### config.mk
export PLATFORM = sky130hd
export DESIGN_NAME = rpn_stack_calculator_top
export DESIGN_NICKNAME = d
export VERILOG_FILES = /design/src/hdl/rpnsc_pkg.sv /design/src/hdl/rpnsc_divider.sv /design/src/hdl/rpn_stack_calculator_top.sv
export SDC_FILE = /design/constraint.sdc
export NUM_CORES = 2
export LEC_CHECK = 0
export BUFFER_PORTS_ARGS = -buffer_cell sky130_fd_sc_hd__buf_2
export CORE_MARGIN = 5
export CORE_UTILIZATION = 45
export CTS_CLUSTER_SIZE = 8
export DETAILED_ROUTE_END_ITERATION = 12
export SLEW_MARGIN = 20
export SYNTH_ARGS = -nofsm -noshare
export SYNTH_HDL_FRONTEND = slang
export SYNTH_SLANG_ARGS = --single-unit
### constraint.sdc
create_clock -name clk -period 10 [get_ports clk]
set_clock_uncertainty 0.15 [all_clocks]
set_input_delay 2 -clock clk [delete_from_list [all_inputs] [get_ports clk]]
set_output_delay 2 -clock clk [all_outputs]
set_load 0.02 [all_outputs]
### src/hdl/rpnsc_pkg.sv
// Shared widths, opcode and status codes for the RPN stack calculator.
package rpnsc_pkg;

    localparam int DATA_W = 32;
    localparam int OPC_W  = 3;
    localparam int STAT_W = 3;

    // Opcodes
    localparam logic [OPC_W-1:0] OP_PUSH = 3'd0;
    localparam logic [OPC_W-1:0] OP_ADD  = 3'd1;
    localparam logic [OPC_W-1:0] OP_SUB  = 3'd2;
    localparam logic [OPC_W-1:0] OP_MUL  = 3'd3;
    localparam logic [OPC_W-1:0] OP_DIV  = 3'd4;
    localparam logic [OPC_W-1:0] OP_POP  = 3'd5;

    // Result status codes
    localparam logic [STAT_W-1:0] ST_OK      = 3'd0;
    localparam logic [STAT_W-1:0] ST_FULL    = 3'd1;
    localparam logic [STAT_W-1:0] ST_FEW     = 3'd2;
    localparam logic [STAT_W-1:0] ST_DIVZERO = 3'd3;
    localparam logic [STAT_W-1:0] ST_EMPTY   = 3'd4;

    // Value returned by a pop on an empty stack
    localparam logic [DATA_W-1:0] POP_EMPTY_VALUE = '1;

endpackage

### src/hdl/rpnsc_divider.sv
// Iterative signed divider, one quotient bit per cycle, truncating toward zero.
module rpnsc_divider
(
    input  logic                              clk,
    input  logic                              rst_n,
    input  logic                              start,
    input  logic signed [rpnsc_pkg::DATA_W-1:0] num,
    input  logic signed [rpnsc_pkg::DATA_W-1:0] den,
    output logic                              done,
    output logic        [rpnsc_pkg::DATA_W-1:0] quotient
);

    localparam int DW  = rpnsc_pkg::DATA_W;
    localparam int CNW = $clog2(DW);

    logic           busy_reg, busy_next;
    logic           done_reg, done_next;
    logic [CNW-1:0] cnt_reg, cnt_next;
    logic [DW-1:0]  rem_reg, rem_next;
    logic [DW-1:0]  quo_reg, quo_next;
    logic [DW-1:0]  den_reg, den_next;
    logic           neg_reg, neg_next;

    logic [DW:0]    trial;
    logic [DW:0]    diff;

    // Restoring step: shift in the next dividend bit, subtract if it fits
    assign trial = {rem_reg, quo_reg[DW-1]};
    assign diff  = trial - {1'b0, den_reg};

    always_comb
    begin
        busy_next = busy_reg;
        done_next = 1'b0;
        cnt_next  = cnt_reg;
        rem_next  = rem_reg;
        quo_next  = quo_reg;
        den_next  = den_reg;
        neg_next  = neg_reg;
        if (start)
        begin
            busy_next = 1'b1;
            cnt_next  = '0;
            rem_next  = '0;
            quo_next  = num[DW-1] ? DW'(-num) : DW'(num);
            den_next  = den[DW-1] ? DW'(-den) : DW'(den);
            neg_next  = num[DW-1] ^ den[DW-1];
        end
        else if (busy_reg)
        begin
            if (!diff[DW])
            begin
                rem_next = diff[DW-1:0];
                quo_next = {quo_reg[DW-2:0], 1'b1};
            end
            else
            begin
                rem_next = trial[DW-1:0];
                quo_next = {quo_reg[DW-2:0], 1'b0};
            end
            cnt_next = cnt_reg + CNW'(1);
            if (cnt_reg == CNW'(DW - 1))
            begin
                busy_next = 1'b0;
                done_next = 1'b1;
            end
        end
    end

    // Control state
    always_ff @(posedge clk or negedge rst_n)
    begin
        if (!rst_n)
        begin
            busy_reg <= 1'b0;
            done_reg <= 1'b0;
            cnt_reg  <= '0;
        end
        else
        begin
            busy_reg <= busy_next;
            done_reg <= done_next;
            cnt_reg  <= cnt_next;
        end
    end

    // Datapath
    always_ff @(posedge clk)
    begin
        rem_reg <= rem_next;
        quo_reg <= quo_next;
        den_reg <= den_next;
        neg_reg <= neg_next;
    end

    assign done     = done_reg;
    assign quotient = neg_reg ? DW'(-quo_reg) : quo_reg;

endmodule

### src/hdl/rpn_stack_calculator_top.sv
// RPN stack calculator: stack in a synchronous RAM with a cached top entry.
// Flow after acceptance: push, pop on empty, undefined opcodes and operators short of
// operands go to S_FIN; pop, add/subtract/multiply and zero divisor pass S_EXEC first;
// divide passes S_EXEC and S_DIV (bit-serial divider). Items are taken one at a time;
// tready returns as the result loads; a full output register holds the sequencer longer.
// Reset: asynchronous, active low; clears count, sequencer and output valid, not the RAM.
module rpn_stack_calculator_top
#(
    parameter int STACK_DEPTH = 64
)
(
    input  logic        clk,
    input  logic        rst_n,
    input  logic        s_axis_tvalid,
    output logic        s_axis_tready,
    input  logic [31:0] s_axis_tdata,   // [31:0] operand
    input  logic [2:0]  s_axis_tuser,   // [2:0] opcode
    output logic        m_axis_tvalid,
    input  logic        m_axis_tready,
    output logic [31:0] m_axis_tdata,   // [31:0] value
    output logic [3:0]  m_axis_tuser    // [0] stack empty flag, [3:1] status
);

    localparam int DW = rpnsc_pkg::DATA_W;
    localparam int CW = $clog2(STACK_DEPTH + 1);
    localparam int AW = $clog2(STACK_DEPTH);

    typedef enum logic [3:0]
    {
        S_IDLE = 4'b0001,
        S_EXEC = 4'b0010,
        S_DIV  = 4'b0100,
        S_FIN  = 4'b1000
    } state_t;

    state_t                         state_reg, state_next;
    logic [CW-1:0]                  count_reg, count_next;
    logic [DW-1:0]                  tos_reg, tos_next;
    logic [rpnsc_pkg::OPC_W-1:0]    op_reg, op_next;
    logic [DW-1:0]                  res_value_reg, res_value_next;
    logic [rpnsc_pkg::STAT_W-1:0]   res_status_reg, res_status_next;
    logic                           m_valid_reg, m_valid_next;
    logic [DW-1:0]                  m_value_reg, m_value_next;
    logic                           m_empty_reg, m_empty_next;
    logic [rpnsc_pkg::STAT_W-1:0]   m_status_reg, m_status_next;

    // Stack RAM
    logic [DW-1:0]                  mem [STACK_DEPTH];
    logic [DW-1:0]                  rd_data_reg;
    logic                           mem_we;
    logic [AW-1:0]                  mem_waddr;
    logic [AW-1:0]                  mem_raddr;
    logic [DW-1:0]                  mem_wdata;

    // Operands and ALU
    logic                           in_xact;
    logic [CW-1:0]                  count_m1;
    logic [CW-1:0]                  count_m2;
    logic signed [DW-1:0]           opa;
    logic signed [DW-1:0]           opb;
    logic                           a_gt_b;
    logic [DW-1:0]                  prod;
    logic [DW-1:0]                  alu_res;
    logic signed [DW-1:0]           div_num;
    logic signed [DW-1:0]           div_den;
    logic                           div_start;
    logic                           div_done;
    logic [DW-1:0]                  div_quo;
    logic                           out_free;

    assign s_axis_tready = (state_reg == S_IDLE);
    assign in_xact       = s_axis_tvalid && s_axis_tready;
    assign out_free      = !m_valid_reg || m_axis_tready;
    assign count_m1      = count_reg - CW'(1);
    assign count_m2      = count_reg - CW'(2);

    // a is the entry below the top (from RAM), b is the cached top
    assign opa     = rd_data_reg;
    assign opb     = tos_reg;
    assign a_gt_b  = opa > opb;
    assign prod    = opa * opb;
    assign div_num = a_gt_b ? opa : opb;
    assign div_den = a_gt_b ? opb : opa;

    always_comb
    begin
        case (op_reg)
            rpnsc_pkg::OP_ADD: alu_res = opa + opb;
            rpnsc_pkg::OP_SUB: alu_res = a_gt_b ? (opa - opb) : (opb - opa);
            rpnsc_pkg::OP_MUL: alu_res = prod;
            default:           alu_res = div_quo;
        endcase
    end

    rpnsc_divider u_div
    (
        .clk      (clk),
        .rst_n    (rst_n),
        .start    (div_start),
        .num      (div_num),
        .den      (div_den),
        .done     (div_done),
        .quotient (div_quo)
    );

    // Sequencer
    always_comb
    begin
        state_next      = state_reg;
        count_next      = count_reg;
        tos_next        = tos_reg;
        op_next         = op_reg;
        res_value_next  = res_value_reg;
        res_status_next = res_status_reg;
        mem_we          = 1'b0;
        mem_waddr       = count_m2[AW-1:0];
        mem_raddr       = count_m2[AW-1:0];
        mem_wdata       = alu_res;
        div_start       = 1'b0;

        case (state_reg)
            S_IDLE:
            begin
                if (in_xact)
                begin
                    op_next         = s_axis_tuser;
                    res_status_next = rpnsc_pkg::ST_OK;
                    res_value_next  = (count_reg == '0) ? '0 : tos_reg;
                    state_next      = S_FIN;
                    case (s_axis_tuser)
                        rpnsc_pkg::OP_PUSH:
                        begin
                            if (count_reg == CW'(STACK_DEPTH))
                            begin
                                res_status_next = rpnsc_pkg::ST_FULL;
                            end
                            else
                            begin
                                mem_we         = 1'b1;
                                mem_waddr      = count_reg[AW-1:0];
                                mem_wdata      = s_axis_tdata;
                                count_next     = count_reg + CW'(1);
                                tos_next       = s_axis_tdata;
                                res_value_next = s_axis_tdata;
                            end
                        end
                        rpnsc_pkg::OP_POP:
                        begin
                            if (count_reg == '0)
                            begin
                                res_value_next  = rpnsc_pkg::POP_EMPTY_VALUE;
                                res_status_next = rpnsc_pkg::ST_EMPTY;
                            end
                            else
                            begin
                                res_value_next = tos_reg;
                                count_next     = count_m1;
                                state_next     = S_EXEC;
                            end
                        end
                        rpnsc_pkg::OP_ADD, rpnsc_pkg::OP_SUB,
                        rpnsc_pkg::OP_MUL, rpnsc_pkg::OP_DIV:
                        begin
                            if (count_reg < CW'(2))
                            begin
                                res_status_next = rpnsc_pkg::ST_FEW;
                            end
                            else
                            begin
                                state_next = S_EXEC;
                            end
                        end
                        default:
                        begin
                            state_next = S_FIN;
                        end
                    endcase
                end
            end

            S_EXEC:
            begin
                state_next = S_FIN;
                case (op_reg)
                    rpnsc_pkg::OP_POP:
                    begin
                        // new top comes from RAM
                        tos_next = rd_data_reg;
                    end
                    rpnsc_pkg::OP_DIV:
                    begin
                        if (div_den == '0)
                        begin
                            res_status_next = rpnsc_pkg::ST_DIVZERO;
                            res_value_next  = tos_reg;
                        end
                        else
                        begin
                            div_start  = 1'b1;
                            state_next = S_DIV;
                        end
                    end
                    default:
                    begin
                        // add, subtract, multiply: write back over the lower entry
                        mem_we         = 1'b1;
                        count_next     = count_m1;
                        tos_next       = alu_res;
                        res_value_next = alu_res;
                    end
                endcase
            end

            S_DIV:
            begin
                if (div_done)
                begin
                    mem_we         = 1'b1;
                    count_next     = count_m1;
                    tos_next       = alu_res;
                    res_value_next = alu_res;
                    state_next     = S_FIN;
                end
            end

            S_FIN:
            begin
                if (out_free)
                begin
                    state_next = S_IDLE;
                end
            end

            default:
            begin
                state_next = S_IDLE;
            end
        endcase
    end

    // Output register
    always_comb
    begin
        m_valid_next  = m_valid_reg && !m_axis_tready;
        m_value_next  = m_value_reg;
        m_empty_next  = m_empty_reg;
        m_status_next = m_status_reg;
        if (state_reg == S_FIN && out_free)
        begin
            m_valid_next  = 1'b1;
            m_value_next  = res_value_reg;
            m_empty_next  = (count_reg == '0);
            m_status_next = res_status_reg;
        end
    end

    always_ff @(posedge clk or negedge rst_n)
    begin
        if (!rst_n)
        begin
            state_reg   <= S_IDLE;
            count_reg   <= '0;
            m_valid_reg <= 1'b0;
        end
        else
        begin
            state_reg   <= state_next;
            count_reg   <= count_next;
            m_valid_reg <= m_valid_next;
        end
    end

    always_ff @(posedge clk)
    begin
        tos_reg        <= tos_next;
        op_reg         <= op_next;
        res_value_reg  <= res_value_next;
        res_status_reg <= res_status_next;
        m_value_reg    <= m_value_next;
        m_empty_reg    <= m_empty_next;
        m_status_reg   <= m_status_next;
    end

    // Stack RAM, one write and one registered read port
    always_ff @(posedge clk)
    begin
        if (mem_we)
        begin
            mem[mem_waddr] <= mem_wdata;
        end
        rd_data_reg <= mem[mem_raddr];
    end

    assign m_axis_tvalid = m_valid_reg;
    assign m_axis_tdata  = m_value_reg;
    assign m_axis_tuser  = {m_status_reg, m_empty_reg};

`ifndef SYNTHESIS
    a_count_range: assert property (@(posedge clk) disable iff (!rst_n)
        count_reg <= CW'(STACK_DEPTH))
        else $error("entry count beyond stack depth");

    a_div_done_state: assert property (@(posedge clk) disable iff (!rst_n)
        div_done |-> state_reg == S_DIV)
        else $error("divider finished outside divide state");

    a_fin_loads_out: assert property (@(posedge clk) disable iff (!rst_n)
        (state_reg == S_FIN && out_free) |=> m_axis_tvalid)
        else $error("finished result not loaded into output register");

    a_pop_empty: assert property (@(posedge clk) disable iff (!rst_n)
        (in_xact && s_axis_tuser == rpnsc_pkg::OP_POP && count_reg == '0)
        |=> res_status_reg == rpnsc_pkg::ST_EMPTY)
        else $error("pop on empty stack not flagged");
`endif

endmodule

* After elaboration in Yosys (flattened, before gate mapping)
Memories as Yosys holds them, arrays and structs flattened. A register that Yosys moved wholly into a read port is not among the register bits.
Cells that the tools add are included.
** Storage, ports and cells
- RAM bits :: 2048
- Register bits :: 222
- Logic and storage cells :: 161
- Latch bits :: 0
- Input port bits :: 39
- Memories :: 1
- ROM bits :: 0
** Memories
- mem :: depth 64, width 32, rd ports 1, clocked after Yosys merged registers in 1, write ports 1, line rpn_stack_calculator_top.sv:48 : logic [DW-1:0] mem [STACK_DEPTH];
** Cells by class
- Div/mod/pow operators :: 0
- Reductions and logical operators :: 20
- $lt $le $gt $ge :: 2
- Eq/ne operators :: 30
- Shift operators :: 0
- Bitwise gates (word level) :: 1
- Multiply operators :: 1
- Add/sub/neg operators :: 11
- Mux-type cells :: 77
** Operators by type and width (count)
- $mux W32 :: 21
- $pmux W32 S3 :: 3
- $pmux W32 S2 :: 3
- $neg A32 Y32 :: 3
- $sub A32 B32 Y32 :: 2
- $mux W7 :: 5
- $sub A33 B32 Y33 :: 1
- $add A32 B32 Y32 :: 1
- $gt A32 B32 Y1 :: 1
- $logic_not A32 Y1 :: 1
- $mul A32 B32 Y32 :: 1
- $mux W31 :: 1
- $mux W4 :: 7
- $mux W6 :: 4
- $pmux W7 S3 :: 1
- $mux W1 :: 19
- $pmux W4 S4 :: 1
- $ne A2 B2 Y1 const B :: 7
- $pmux W7 S2 :: 1
- $eq A3 B2 Y1 const B :: 4
- $eq A3 B3 Y1 const B :: 4
- $mux W3 :: 4
- $mux W5 :: 2
- $ne A3 B3 Y1 const B :: 3
- other kinds (35) :: 42

* Depth between registers and ports, before layout
- Word-level depth :: 7
- Depth in mapped cells :: 32

* Hierarchy
Synthesis repeated with hierarchy kept, for this count alone.
** Second synthesis, totals
- Cell total of the unflattened synthesis :: 7575
- Area, all modules :: 115099.1 um^2
** Modules (own cells, without submodules)
- rpn_stack_calculator_top :: seq. area each 65624.2 um^2, times used 1, cells each 6685, area each 107302.9 um^2
- rpnsc_divider :: seq. area each 2767.7 um^2, times used 1, cells each 890, area each 7796.2 um^2

* Worst setup path after synthesis
OpenSTA, ideal clock, no wires.
- Path kind :: flip-flop to flip-flop
- From :: register rd_data_reg[11] (netlist: opa[11]) (read register of mem)
- To :: memory mem[0][29] (netlist name) (data pin)
- Path slack :: -195 ps
- Required time :: 9148 ps
- Arrival time :: 9343 ps
- Stages on the path, launching flop included :: 28
- Path through :: dfxtp_1 > buf_1 > clkinv_1 > buf_1 > nor2_1 > fa_1 > fa_1 > fa_1 > inv_1 > fa_1 > inv_1 > fa_1 > inv_1 > fa_1 > inv_1 > fa_1 > fa_1 > ha_1 > a21oi_1 > o21ai_0 > a21oi_1 > o21bai_1 > o31ai_1 > nand2b_1 > xnor2_1 > o211ai_1 > o21ai_1 > o21ai_0
** Between the ends
- Cells in the longest elaborated chain, start to end :: 7
- Elaborated cells on any way between the ends :: 11
- Classes of those cells :: add/sub: 3; mul: 1; order compare: 1; mux: 6
** RTL lines
- from (decl) :: line rpn_stack_calculator_top.sv:49 : logic [DW-1:0] rd_data_reg;
- parallel branches: the longest is 2 deep, another holds $mul A32 B32 Y32
- $pmux W32 S3 * :: line rpn_stack_calculator_top.sv:87 : case (op_reg)
- $mux W32 :: line rpn_stack_calculator_top.sv:133 : if (count_reg == CW'(STACK_DEPTH))
- $mux W32 :: line rpn_stack_calculator_top.sv:130 : case (s_axis_tuser)
- $mux W32 :: line rpn_stack_calculator_top.sv:124 : if (in_xact)
- $mux W32 * :: line rpn_stack_calculator_top.sv:121 : case (state_reg)
- named net mem_wdata[29] :: line rpn_stack_calculator_top.sv:53 : logic [DW-1:0] mem_wdata;
- to (decl) :: line rpn_stack_calculator_top.sv:48
Mark *: on every way through the listed nets, which the timed path passes.

* Final worst setup path
- From :: register rd_data_reg[27] (netlist: opa[27]) (read register of mem)
- To :: memory mem[11][31] (netlist name) (data pin)
The elaborated chain is that of the path after synthesis.

==> impl_metrics.toml <==
[cells_and_area]
area_growth_pct = 14.3
top_register = "mem"
drive_gt1_share_pct = 20.7
fin_nets = 8528
postLayoutCellArea_um2 = 131000
largest_reg_flops = 2048
final_util_pct = 51.5

[logic_synthesis]
synthesis.instances = 7432
syn_area_per_cell_um2 = 15.4
syn_nets = 8169
yosysMostFrequentCell = "edfxtp_1"
ys_warn_count = 0
synthArstFlopShare_pct = 0.825
synthFlopType = "edfxtp_1"
yosys.area.top_type = "edfxtp_1"
syn-cell-area_um2 = 114000
synth-seq-cells = 2302
yosys-top-cells-count = "edfxtp_1 (2,219), nor2_1 (689), mux4_2 (667)"
synth-seq-area-share_pct = 59.8
synth_cell_type_count = 101
yosys.area.top_type_share_pct = 58.2
synth_edf_count = 2219
netlist_top_cells_area = "edfxtp_1 (58%), mux4_2 (13%), fa_1 (7.2%), ha_1 (3.1%), nor2_1 (2.3%)"

[sta]
layout_worst_path_cycle_share_pct = 93.9
max_freq_ghz = 0.106
max_slew_margin_pct = 17.8
rsz0062_at_grt = "no"
slew_viol_final = 0
setup_viol = 0
tns_ns = 0
worst_pin_slew_ns = 1.23
finalHoldViolCount = 0
fin_crit_ns = 9.39

[grt]
grt_pass1_wl_um = 554000
antenna_found_initial = 47
grt_start_max_net_pins = 140
overflow = 0
grtUsageTotal_pct = 29.9
grt_pass1_vias = 71168

[floorplanning]
rows = 185
die_w_um = 514
die_area_um2 = 264000
die-height_um = 514
coreArea_um2 = 254000
start_util_pct = 45.1
ios = 77

[setup_path]
max_stage_delay_ns = 0.82
cp_num_buf_inv = 5
reg2reg_setup_slack_ns = 0.61
crit_fanout = 64
cpMaxStageDelayCell = "dfxtp_1"
r2r-end = "mem[11][31]"
ff2ff_path_depth = 25
cp-start-kind = "register"
setup.worst_path.start = "opa[27]"
worstPathArrival_ns = 9.91
cp.depth = 25
crit_family = "adder cells"
endpoint = "mem[11][31]"
worstPathRequired_ns = 10.52
worstSetupPathType = "register to register"
crit_top_cell = "fa_1"
worstSetupEndpointType = "register"
worst_r2r_startpoint = "opa[27]"

[detailed_routing]
wl_met1_um = 158000
routedWlPerCell_um = 35.1
post-route-drc-count = 0
routed_wl_um = 397000
top_layer = "met5"
ant_nets = 0
via_per_inst = 6.34
via_count = 71623
routed-wl-met2_um = 174000
drt_first_pass_iters = 9
drtIter0Drc = 10308
met3WireLength_um = 42200

[worst_hold_path]
hold_path_class = "register to register"

[run_status]
status = "complete, no violations"

[place]
dpl_cell_area_um2 = 121000
port_buffers = 76
place_hpwl_um = 267000
gp_congestion = 1.03

[clocking]
clock_latency_ns = 0.95
post-cts-setup-buffers = 0
cts_hold_buf = 0
clockBufferDepth = 4
clk_pin_slew_worst_paths_ns = 0.05
cts_num_sinks = 2302
cts_tree = "built"
post_cts_resize_count = 0
cts-root-buf = "clkbuf_16"
numCtsBuffers = 341
cts_max_level = 5

[job]
cap_violations = 0
-- stage by stage --
stage          hold slack [ns]  instances  worst slack [ns]
2_1_floorplan            0.250       7432             0.142
3_3_place_gp             0.252      10809             0.937
3_5_place_dp             0.255      10812             0.890
4_1_cts                  0.265      11241             0.807
5_1_grt                  0.270      11284             0.452
6_report                 0.262      11301             0.609
-- logic make-up (layout without fill, tap and decap cells) --
group                    Yosys count  count (layout)  synth area share, %
buffers and inverters            990            1435                 3.32
multiplexers                     705             705                 13.5
flip-flops                      2302            2302                 59.8
other                              0              58                    0
AO/OA/AOI/OAI                   1034            1034                 5.70
XOR/XNOR                         247             247                 1.91
AND/OR/NAND/NOR                 1456            1456                 5.49
adder cells (fa/ha/maj)          698             698                 10.3
-- worst reg2reg max path: cells and delay by family, from the launching register on --
family	cells	cell delay, ns
compound gates	2	0.37
xor+xnor	7	1.81
fa+ha+maj	8	3.87
buf+inv	5	1.20
flops	1	0.82
simple gates	3	0.87
-- metal layers --
layer	GRT usage [%]	vias to the layer above
met1	42.0	37581
met2	44.0	4358
li1	-	28762
met4	14.1	8
met5	0	-
met3	7.50	914
-- cells in the final DEF, fill, tap and decap left out, types with 34 or more instances in the layout --
cell type / n
o21ai_0: 242
nor3_1: 61
inv_1: 550
fa_1: 412
nand2b_1: 36
buf_4: 325
diode_2: 58
ha_1: 285
nor2_4: 72
xnor2_1: 169
a221oi_1: 34
dfxtp_1: 64
nor2_1: 614
xor2_1: 72
o31ai_1: 36
a21o_1: 46
edfxtp_1: 2219
clkbuf_1: 67
a22oi_1: 36
nand3_1: 61
a31oi_1: 34
mux4_2: 667
buf_2: 76
a21oi_1: 291
nand2_1: 419
clkbuf_16: 345
-- worst min path at each step --
stage | end | cells after the start | slack (ns) | startpoint
6_report | m_axis_tdata[20] | 0 | 0.26 | res_value_reg[20]
5_1_grt | m_axis_tdata[20] | 0 | 0.27 | res_value_reg[20]
4_1_cts | m_axis_tdata[18] | 0 | 0.27 | res_value_reg[18]
3_5_place_dp | m_axis_tdata[18] | 0 | 0.25 | res_value_reg[18]
3_3_place_gp | m_axis_tdata[21] | 0 | 0.25 | res_value_reg[21]
2_1_floorplan | m_axis_tdata[0] | 0 | 0.25 | res_value_reg[0]
-- layout make-up --
| class | instances | area, um2 |
|---|---|---|
| antenna | 58 | 145 |
| inverter | 578 | 2170 |
| fill | 20864 | 123000 |
| timing repair buffer | 428 | 3380 |
| multi-input combinational | 4140 | 43300 |
| tap | 3366 | 4210 |
| clock inverter | 15 | 231 |
| clock buffer | 414 | 8910 |
| sequential | 2302 | 68400 |
Power is not shown: default switching activity piles up to over one toggle a cycle in this logic, so the estimate is an artifact.
